===== config.mk =====
export PLATFORM = sky130hd
export DESIGN_NAME = json_string_escaper_unit
export DESIGN_NICKNAME = d
export VERILOG_FILES = /design/src/hdl/jse_pkg.sv /design/src/hdl/jse_encoder.sv /design/src/hdl/json_string_escaper_unit.sv
export VERILOG_INCLUDE_DIRS = /design/src /design/src/hdl
export SDC_FILE = /design/constraint.sdc
export NUM_CORES = 1
export LEC_CHECK = 0
export BUFFER_PORTS_ARGS = -buffer_cell sky130_fd_sc_hd__buf_2
export CORE_ASPECT_RATIO = 1.1
export CORE_MARGIN = 2
export CORE_UTILIZATION = 30
export CTS_CLUSTER_DIAMETER = 200
export DETAILED_ROUTE_END_ITERATION = 7
export SYNTH_ARGS = -nofsm -noshare
export SYNTH_HDL_FRONTEND = slang
export SYNTH_HIERARCHICAL = 1
export SYNTH_SLANG_ARGS = --single-unit
export TNS_END_PERCENT = 100

===== constraint.sdc =====
create_clock -name clk_i -period 5.43 [get_ports clk_i]
set_input_delay 1.086 -clock clk_i [delete_from_list [all_inputs] [get_ports clk_i]]
set_output_delay 1.086 -clock clk_i [all_outputs]
set_load 0.1 [all_outputs]

===== src/hdl/assert_macros.svh =====
// Assertion macros; empty under synthesis.
`ifndef ASSERT_MACROS_SVH
`define ASSERT_MACROS_SVH
`ifndef SYNTHESIS
`define ASSERT_AT(label, clk, rst_n, prop) \
  label: assert property (@(posedge clk) disable iff (!rst_n) prop) \
    else $error("assertion failed");
`define ASSERT_NEXT(label, clk, rst_n, ante, cons) \
  label: assert property (@(posedge clk) disable iff (!rst_n) (ante) |=> (cons)) \
    else $error("assertion failed");
`else
`define ASSERT_AT(label, clk, rst_n, prop)
`define ASSERT_NEXT(label, clk, rst_n, ante, cons)
`endif
`endif


===== src/hdl/jse_pkg.sv =====
package jse_pkg;

  typedef enum logic [1:0] {
    CMD_OPEN   = 2'd0,
    CMD_DATA   = 2'd1,
    CMD_CLOSE  = 2'd2,
    CMD_UNUSED = 2'd3
  } cmd_e;

  localparam logic [7:0] CH_QUOTE     = 8'h22;
  localparam logic [7:0] CH_BACKSLASH = 8'h5c;
  localparam logic [7:0] CH_LT        = 8'h3c;
  localparam logic [7:0] CH_GT        = 8'h3e;
  localparam logic [7:0] CH_AMP       = 8'h26;
  localparam logic [7:0] CH_U         = 8'h75;
  localparam logic [7:0] CH_ZERO      = 8'h30;
  localparam logic [7:0] CTRL_LIMIT   = 8'd32;

  localparam int unsigned IdxW = 3;

  typedef struct packed {
    logic       emit;
    logic       last;
    logic [7:0] ch;
  } enc_t;

  function automatic logic [7:0] hex_digit(input logic [3:0] nib);
    if (nib < 4'd10) begin
      return CH_ZERO + {4'h0, nib};
    end else begin
      return 8'h57 + {4'h0, nib};
    end
  endfunction

endpackage


===== src/hdl/jse_encoder.sv =====
module jse_encoder (
  input  logic [1:0]                 cmd_i,
  input  logic [7:0]                 byte_i,
  input  logic [jse_pkg::IdxW-1:0]   idx_i,
  output jse_pkg::enc_t              enc_o
);
  import jse_pkg::*;

  logic             is_esc2;
  logic             is_esc6;
  logic [IdxW-1:0]  len;
  logic [7:0]       ch_sel;

  assign is_esc2 = (byte_i == CH_QUOTE) || (byte_i == CH_BACKSLASH);
  assign is_esc6 = (byte_i < CTRL_LIMIT) || (byte_i == CH_LT) ||
                   (byte_i == CH_GT) || (byte_i == CH_AMP);

  always_comb begin
    len    = '0;
    ch_sel = CH_QUOTE;
    unique case (cmd_i)
      CMD_OPEN, CMD_CLOSE: begin
        len    = IdxW'(1);
        ch_sel = CH_QUOTE;
      end
      CMD_DATA: begin
        if (is_esc2) begin
          len    = IdxW'(2);
          ch_sel = (idx_i == '0) ? CH_BACKSLASH : byte_i;
        end else if (is_esc6) begin
          len = IdxW'(6);
          unique case (idx_i)
            IdxW'(0): ch_sel = CH_BACKSLASH;
            IdxW'(1): ch_sel = CH_U;
            IdxW'(2): ch_sel = CH_ZERO;
            IdxW'(3): ch_sel = CH_ZERO;
            IdxW'(4): ch_sel = hex_digit(byte_i[7:4]);
            default:  ch_sel = hex_digit(byte_i[3:0]);
          endcase
        end else begin
          len    = IdxW'(1);
          ch_sel = byte_i;
        end
      end
      default: begin
        len    = '0;
        ch_sel = CH_QUOTE;
      end
    endcase
  end

  assign enc_o = '{emit: (len != '0),
                   last: ((len == '0) || (idx_i == len - IdxW'(1))),
                   ch:   ch_sel};

endmodule


===== src/hdl/json_string_escaper_unit.sv =====
// Path: the accepted item is registered, the encoder runs on it, and each
// output beat is registered once more before it reaches the ports.
// Throughput: one beat per cycle; a data byte gives 1, 2 or 6 beats, open and
// close one quote each, unused command 3 none, and the next item is taken in the
// cycle the encoder forms the previous one's last beat. Receiver cannot stall.
// Reset: asynchronous, active low; clears item and result valid state.
module json_string_escaper_unit (
  input  logic       clk_i,
  input  logic       rst_ni,
  input  logic       start,
  output logic       busy,
  input  logic [1:0] command_i,
  input  logic [7:0] data_byte_i,
  output logic       out_strobe_o,
  output logic [7:0] out_byte_o,
  output logic       last_of_run_o
);
  import jse_pkg::*;
  `include "assert_macros.svh"

  logic             valid_q, valid_d;
  logic [1:0]       cmd_q, cmd_d;
  logic [7:0]       byte_q, byte_d;
  logic [IdxW-1:0]  idx_q, idx_d;
  logic             strobe_q, strobe_d;
  logic [7:0]       obyte_q, obyte_d;
  logic             olast_q, olast_d;
  logic             accept;
  enc_t             enc;

  jse_encoder u_enc (
    .cmd_i  (cmd_q),
    .byte_i (byte_q),
    .idx_i  (idx_q),
    .enc_o  (enc)
  );

  assign busy   = valid_q && !enc.last;
  assign accept = start && !busy;

  always_comb begin
    valid_d = valid_q;
    cmd_d   = cmd_q;
    byte_d  = byte_q;
    idx_d   = idx_q;
    priority if (accept) begin
      valid_d = 1'b1;
      cmd_d   = command_i;
      byte_d  = data_byte_i;
      idx_d   = '0;
    end else if (valid_q && enc.last) begin
      valid_d = 1'b0;
    end else if (valid_q) begin
      idx_d = idx_q + IdxW'(1);
    end
  end

  assign strobe_d = valid_q && enc.emit;
  assign obyte_d  = enc.ch;
  assign olast_d  = enc.last;

  always_ff @(posedge clk_i or negedge rst_ni) begin
    if (!rst_ni) begin
      valid_q  <= 1'b0;
      strobe_q <= 1'b0;
    end else begin
      valid_q  <= valid_d;
      strobe_q <= strobe_d;
    end
  end

  always_ff @(posedge clk_i) begin
    cmd_q   <= cmd_d;
    byte_q  <= byte_d;
    idx_q   <= idx_d;
    obyte_q <= obyte_d;
    olast_q <= olast_d;
  end

  assign out_strobe_o  = strobe_q;
  assign out_byte_o    = obyte_q;
  assign last_of_run_o = olast_q;

  `ASSERT_NEXT(a_run_continues, clk_i, rst_ni, out_strobe_o && !last_of_run_o, out_strobe_o)
  `ASSERT_NEXT(a_quote_single, clk_i, rst_ni, accept && (command_i != CMD_DATA) && (command_i != CMD_UNUSED), ##1 (out_strobe_o && last_of_run_o && (out_byte_o == CH_QUOTE)))
  `ASSERT_AT(a_busy_needs_item, clk_i, rst_ni, busy |-> (valid_q && (idx_q < IdxW'(5))))

endmodule


; Word level (Yosys, flattened, before mapping)
; Index checks and enable logic that the tools add are counted.
[word_totals]
regBits = 24
latchBits = 0
mem_bits_rw = 0
mem_bits_ro = 0
inputBits = 13
out_inout_bits = 11
memories = 0
[classes]
add_sub_neg = 6
n_mul = 0
div = 0
magnitude_cmp = 3
n_eq_ne = 12
shifts = 0
muxes = 11
bitwise_logic = 1
reduce_logical = 19
[ops]
columns = op, count
row1 = 8-bit two-way mux, 5
row2 = 8-bit by 6-bit equality test with 1-bit output (second input constant), 4
row3 = 8-bit one-hot mux with 4 select lines, 1
row4 = 7-bit by 4-bit adder with 8-bit output (first input constant), 2
row5 = 6-bit by 4-bit adder with 7-bit output (first input constant), 2
row6 = 8-bit by 7-bit equality test with 1-bit output (second input constant), 1
row7 = 4-bit < comparator (second input constant), 2
row8 = 8-bit by 6-bit < comparator with 1-bit output (second input constant), 1
row9 = 3-bit by 2-bit equality test with 1-bit output (second input constant), 2
row10 = 3-bit logical NOT, 2
row11 = 3-bit two-way mux, 2
row12 = 3-bit one-hot mux with 2 select lines, 1
row13 = 1-bit logical OR, 5
row14 = 1-bit logical AND, 4
row15 = 2-bit OR reduction, 2
row16 = 3-bit by 1-bit adder with 3-bit output (second input constant), 1
row17 = 3-bit by 1-bit equality test with 1-bit output (second input constant), 1
row18 = 3-bit equality test, 1
row19 = 3-bit equality test (second input constant), 1
row20 = 3-bit nonzero test, 1
row21 = 3-bit by 1-bit subtractor with 3-bit output (second input constant), 1
row22 = 2-bit by 1-bit equality test with 1-bit output (second input constant), 1
row23 = 2-bit equality test (second input constant), 1
row24 = 1-bit logical NOT, 2
row25 = 5 further kinds, 6

; Logic depth before layout (Yosys ltp)
; Gate-level depths: netlist of the first run.
[depth]
word_depth = 15
mapped_depth = 12

; By module
; Netlist of the first run, hierarchy kept.
[by_module_without_submodules]
columns = module, n_inst, cells_per_inst, area_each_um2, seq_area_each_um2
row1 = json_string_escaper_unit, 1, 38, 701.9, 590.6
row2 = jse_encoder, 1, 91, 604.3, 0.0

; Worst setup path after synthesis of the first run
; Ideal clock, no wire load.
[synth_path]
kind = register to output
startpoint = register byte_q[1]
endpoint = output busy
t_arrival_ns = 2.575
t_required_ns = 4.344
slack_ns = 1.769
stages_incl_launch_ff = 11
n_path_buf = 1
path_cell_list = edfxtp_1 -> inv_1 -> ha_1 -> o21ai_0 -> or4_4 -> a211oi_4 -> or4b_1 -> nand3_1 -> nand2b_4 -> buf_6 -> inv_1
[synth_rtl]
columns = item, line
row1 = "start, declared", json_string_escaper_unit.sv:23  ; logic [7:0] byte_q, byte_d;
row2 = "start signal, assigned", json_string_escaper_unit.sv:74  ; byte_q <= byte_d;
row3 = "end, declared", json_string_escaper_unit.sv:11  ; output logic busy,

==> flow_summary.yaml, run 1 <==
outcome:
  status: "completed"
layout:
  drive_above_1_share: 0.242
  diodes: 0
  finish.utilization: 0.352
  fin_nets: 170
  synthToLayoutAreaGrowth_pct: 14.7
critical_path:
  rr_worst_depth: 9
  crit_arrival_ps: 3110
  crit_path_end: "busy"
  crit_fanout: 14
  critPathLaunch: "byte_q[1]$_DFFE_PP_"
  rrSetupSlack_ps: 2300
  r2r-end: "byte_q[2]$_DFFE_PP_"
  required_ps: 4340
  end_kind: "primary output"
  startpoint_type: "flip-flop"
  criticalPathCategory: "flip-flop to primary output"
  rr_startpoint: "byte_q[1]$_DFFE_PP_"
grt:
  grt_use_total: 0.110
  grt_max_degree: 16
  grt_pass1_vias: 914
  antenna_found_initial: 0
  grt_pass1_wl_mm: 4.14
  grt_overflow: 0
clock_network:
  cts_hold_buffers: 0
  cts_tree: "yes"
  cts-buffers-inserted: 3
  insertion_delay_ps: 270
  h-tree-depth: 1
  cts-root-buf: "clkbuf_8"
  post-cts-setup-buffers: 0
  cts_sinks: 24
  cts-resized-gates: 0
  clkTransAtPathRegs_ps: 90
  clock_path_buffers: 2
timing:
  setup_viol: 0
  fin_skew_ps: 4.81
  relSlewSlack: 0.584
  tns_ps: 0
  maxSlewViolCount: 0
  fin_ws_ps: 1230
  worst_pin_slew_ps: 618
  layout_min_cycle_time_ps: 4200
  post-route-period-util: 0.773
  max_freq_mhz: 238
  rsz0062_at_grt: "no"
  hold_viol: 0
power:
  p_total_uw: 435
  p_int_uw: 293
  seqPwrFrac: 0.493
  clock_power_share: 0.282
  switchingPower_uw: 142
  power_leakage_uw: 0.000627
  ir_worst_vdd_mv: 0.110
  cellPowerDensity_nw_per_um2: 290
  power_frac_comb: 0.226
  switching_share: 0.326
die:
  die_x_microns: 66.9
  io_pins: 24
  core_sq_um: 4250
  start_util: 0.307
  die_h_microns: 73.2
  rows: 25
  design.die.area_sq_um: 4900
placement:
  pre_cts_slack_ps: 1550
  place_congestion: 0.916
  port_buffers: 23
  hpwl_mm: 1.84
routing:
  drtIter0Drc: 28
  wirelength_mm: 2.53
  drtPass1Iterations: 5
  wire_per_inst_microns: 12.4
  drc: 0
  vias_per_cell: 5.01
  num_vias: 1018
  postRouteAntennaNets: 0
hold_path:
  hp-class: "flip-flop to flip-flop"
yosys:
  netlist_area_sq_um: 1310
  synthDistinctLibCells: 48
  yosysWarnings: 6
  ys_ff_latch: 24
  netlist_instances: 129
  synthFlopType: "dfxtp_1"
  synth.area.top_cells: "edfxtp_1 (23%), dfxtp_1 (18%), ha_1 (6.7%), dfrtp_1 (3.8%), o21ai_0 (3.4%)"
  synth_top_cell_by_area: "edfxtp_1"
  synth-async-reset-ratio: 0.0833
  synth-seq-area-share: 0.452
  avgSynthCellArea_sq_um: 10.1
  synth_top_area_frac: 0.230
  syn_nets: 149
  synth-edff-count: 10
flow_run:
  cap_violations: 0
==> synth_stat cells, drive strengths merged, types with 2 or more instances <==
cell	instances
a211oi	2
a21o	2
a21oi	6
and2	2
buf	4
clkbuf	3
dfrtp	2
dfxtp	12
edfxtp	10
ha	7
inv	8
mux2i	3
nand2	9
nand2b	4
nand3	5
nand3b	3
nor2	8
nor3	2
nor3b	2
nor4	3
o21a	3
o21ai	11
==> worst min-delay path by stage <==
stage	start	endpoint	cells after the start
floorplan	cmd_q[1]$_DFFE_PP_	out_byte_o[5]$_DFF_P_	2
global placement	valid_q$_DFFE_PN0P_	out_strobe_o$_DFF_PN0_	1
detailed placement	valid_q$_DFFE_PN0P_	out_strobe_o$_DFF_PN0_	1
CTS	valid_q$_DFFE_PN0P_	out_strobe_o$_DFF_PN0_	1
global route	valid_q$_DFFE_PN0P_	out_strobe_o$_DFF_PN0_	1
finish	valid_q$_DFFE_PN0P_	out_strobe_o$_DFF_PN0_	1
==> routing by layer <==
layer  wire [microns]  up-vias  global-route usage
li1                 -      504                   -
met1             1130      470               0.149
met2             1160       40               0.171
met3              201        4              0.0201
met4               35        0              0.0499
met5                0        -                   0
==> area by class of cell <==
cell class	instances	area (sq um)
Sequential cell	24	591
Timing Repair Buffer	23	115
Multi-Input combinational cell	90	639
Tap cell	54	67.6
Inverter	8	30.0
Clock buffer	4	55.1
Fill cell	473	2760
==> cell families after synthesis <==
group	count (synthesis)	synth area share
flip-flops	24	0.452
multiplexers	4	0.0316
AO/OA/AOI/OAI	33	0.179
buffers and inverters	15	0.0584
adder cells (fa/ha/maj)	7	0.0670
AND/OR/NAND/NOR	45	0.205
XOR/XNOR	1	0.00671
==> layout by cell type, fill, tap and decap left out, types with 2 or more instances in the layout <==
cell type / instances
nand2b_1: 3
nor3b_1: 2
nand2_1: 8
nor3_1: 2
and2_1: 2
nor2_1: 8
mux2i_1: 3
edfxtp_1: 10
buf_2: 23
inv_1: 8
clkbuf_8: 4
a21oi_1: 6
ha_1: 7
nand3_1: 5
o21ai_0: 9
nand3b_1: 3
a21o_1: 2
nor4_1: 2
o21a_1: 3
dfrtp_1: 2
dfxtp_1: 12
==> state kept, by name, indices dropped and copies added, names as in the netlist <==
register	flops
cmd_q	2
byte_q	8
last_of_run_o	1
valid_q	1
out_byte_o	8
idx_q	3
out_strobe_o	1
==> through the flow <==
step	cells	area, sq um	hold WS, ps
finish	203	1500	561
global placement	199	1440	541
detailed placement	199	1440	544
global route	203	1500	571
floorplan	129	1310	487
CTS	203	1500	563
==> power by group through the flow <==
stage                     clock network [uW]  registers [uW]  logic, uW
final                                    122             214       98.1
after global routing                     131             216        105
after CTS                                125             214       98.4
after detailed placement                   0             218       97.9
after global placement                     0             218       96.7
after floorplan                            0             252       46.4
==> worst max-delay path, cell delays in order (launching register included) <==
cell and delay, ps:
edfxtp_1 440, inv_1 140, ha_1 200, o21ai_0 90, or4_4 440, a211oi_4 570
or4b_1 210, nand3_1 100, nand2b_4 190, inv_1 50, buf_2 410
Power figures use the tool's default switching activity.
==> run 2: changes to the inputs <==
Clock period 5.43 ns to 3.5 ns, I/O delays scaled along.
==> flow_summary.yaml, run 2 (synthesis gave the netlist of run 1 again) <==
grt:
  use_met3: 0.0185
  grt_pass1_vias: 1002
  antenna_found_initial: 0
  grt_use_total: 0.122
  grt_max_degree: 16
  grt_util_met1: 0.160
  grt_pass1_wl_mm: 4.69
  grt_use_met2: 0.203
  gr-max-usage-layer: "met2"
  grt_overflow: 0
die:
  rows: 25
  design.die.area_sq_um: 4900
  core_sq_um: 4250
  die_x_microns: 66.9
  io_pins: 24
  die_h_microns: 73.2
  start_util: 0.307
power:
  switchingPower_uw: 224
  seqPwrFrac: 0.496
  power_frac_comb: 0.258
  p_total_uw: 671
  power_leakage_uw: 0.000684
  cellPowerDensity_nw_per_um2: 414
  p_int_uw: 447
  clock_power_share: 0.245
  switching_share: 0.334
  ir_worst_vdd_mv: 0.137
critical_path:
  crit_arrival_ps: 2740
  cp.buffers_inverters: 3
  cpPeakStageDelay_ps: 520
  cpMostUsedCell: "inv_2"
  cp_top_family: "simple AND/OR/NAND/NOR gates"
  end_kind: "primary output"
  worst_path_max_delay_cell: "or4b_4"
  criticalPathCategory: "flip-flop to primary output"
  required_ps: 2800
  startpoint_type: "flip-flop"
  crit_fanout: 6
  crit_chain: "inv_2, ha_1, o21ai_1, or4_4, and3b_1, or4b_4, nand3_2, nand2b_4, inv_2, buf_12"
timing:
  worst_pin_slew_ps: 544
  setup_viol: 0
  maxSlewViolCount: 0
  relSlewSlack: 0.634
  layout_min_cycle_time_ps: 3440
  post-route-period-util: 0.983
  hold_viol: 0
  fin_skew_ps: 3.39
  max_freq_mhz: 291
layout:
  synthToLayoutAreaGrowth_pct: 24.1
  layout_common_cells: "buf_2 (22), buf_4 (13), dfxtp_1 (12), edfxtp_1 (10)"
  finish.utilization: 0.381
  fin_nets: 183
  stdcell_count: 216
  finalInstanceArea_sq_um: 1620
  multiInputGateArea_sq_um: 661
  diodes: 0
  regArea_sq_um: 591
  fillers: 454
  final_common_cell: "buf_2"
  drive_above_1_share: 0.333
flow_run:
  cap_violations: 0
routing:
  wire_per_inst_microns: 13.4
  num_vias: 1127
  drtIter0Drc: 60
  vias_per_cell: 5.22
  postRouteAntennaNets: 0
  drtPass1Iterations: 4
  drc: 0
  wirelength_mm: 2.90
placement:
  hpwl_mm: 2.09
  place_congestion: 0.976
  place_inst: 202
  place_area_sq_um: 1480
  port_buffers: 23
clock_network:
  h-tree-depth: 1
  cts_tree: "yes"
  clock_path_buffers: 2
  cts_sinks: 24
  cts-root-buf: "clkbuf_8"
  clkTransAtPathRegs_ps: 80
  insertion_delay_ps: 270
  cts-buffers-inserted: 3
outcome:
  status: "completed"
hold_path:
  hp-class: "input port to async pin"
run 2: layout make-up:
type                       instances  share of cell area
clock buffer                       3              0.0255
timing repair buffer              36               0.140
multi-input combinational         90               0.407
tap                               54              0.0417
sequential                        24               0.364
clock inverter                     1             0.00231
inverter                           8              0.0185
run 2: repair_timing:
action                     in CTS  in global routing
hold buffers                    0                  0
pin swaps                       0                  3
setup endpoints to repair       1                  1
resized for setup               0                  8
setup buffers                   1                  9
run 2: metal layers:
| layer | vias to the layer above | routed length (microns) |
|---|---|---|
| met5 | - | 0 |
| met4 | 0 | 59 |
| met3 | 8 | 254 |
| met2 | 61 | 1410 |
| met1 | 531 | 1170 |
| li1 | 527 | - |
run 2: worst paths after layout:
path	to	cells after the start	slack, ps	start
max reg2reg	byte_q[6]$_DFFE_PP_	11	290	byte_q[0]$_DFFE_PP_
min in group clk_i	out_strobe_o$_DFF_PN0_	1	560	valid_q$_DFFE_PN0P_
max in group asynchronous	out_strobe_o$_DFF_PN0_	1	3210	rst_ni
min reg2reg	out_strobe_o$_DFF_PN0_	1	560	valid_q$_DFFE_PN0P_
min	valid_q$_DFFE_PN0P_	1	200	rst_ni
max	busy	10	60	byte_q[0]$_DFFE_PP_
run 2: power by group through the flow:
stage                     clock network, uW  registers (uW)  logic, uW
final                                   165             333        173
after floorplan                           0             391       72.0
after CTS                               171             333        158
after detailed placement                  0             340        156
after global routing                    186             336        184
after global placement                    0             339        153
run 2: metrics by stage:
| step | setup TNS (ps) | hold WS, ps | setup WS, ps |
|---|---|---|---|
| 2_1_floorplan | 0 | 404 | 225 |
| 3_3_place_gp | 0 | 485 | 400 |
| 3_5_place_dp | 0 | 486 | 297 |
| 4_1_cts | 0 | 192 | 22.2 |
| 5_1_grt | -28.7 | 183 | -28.7 |
| 6_report | 0 | 196 | 58.5 |
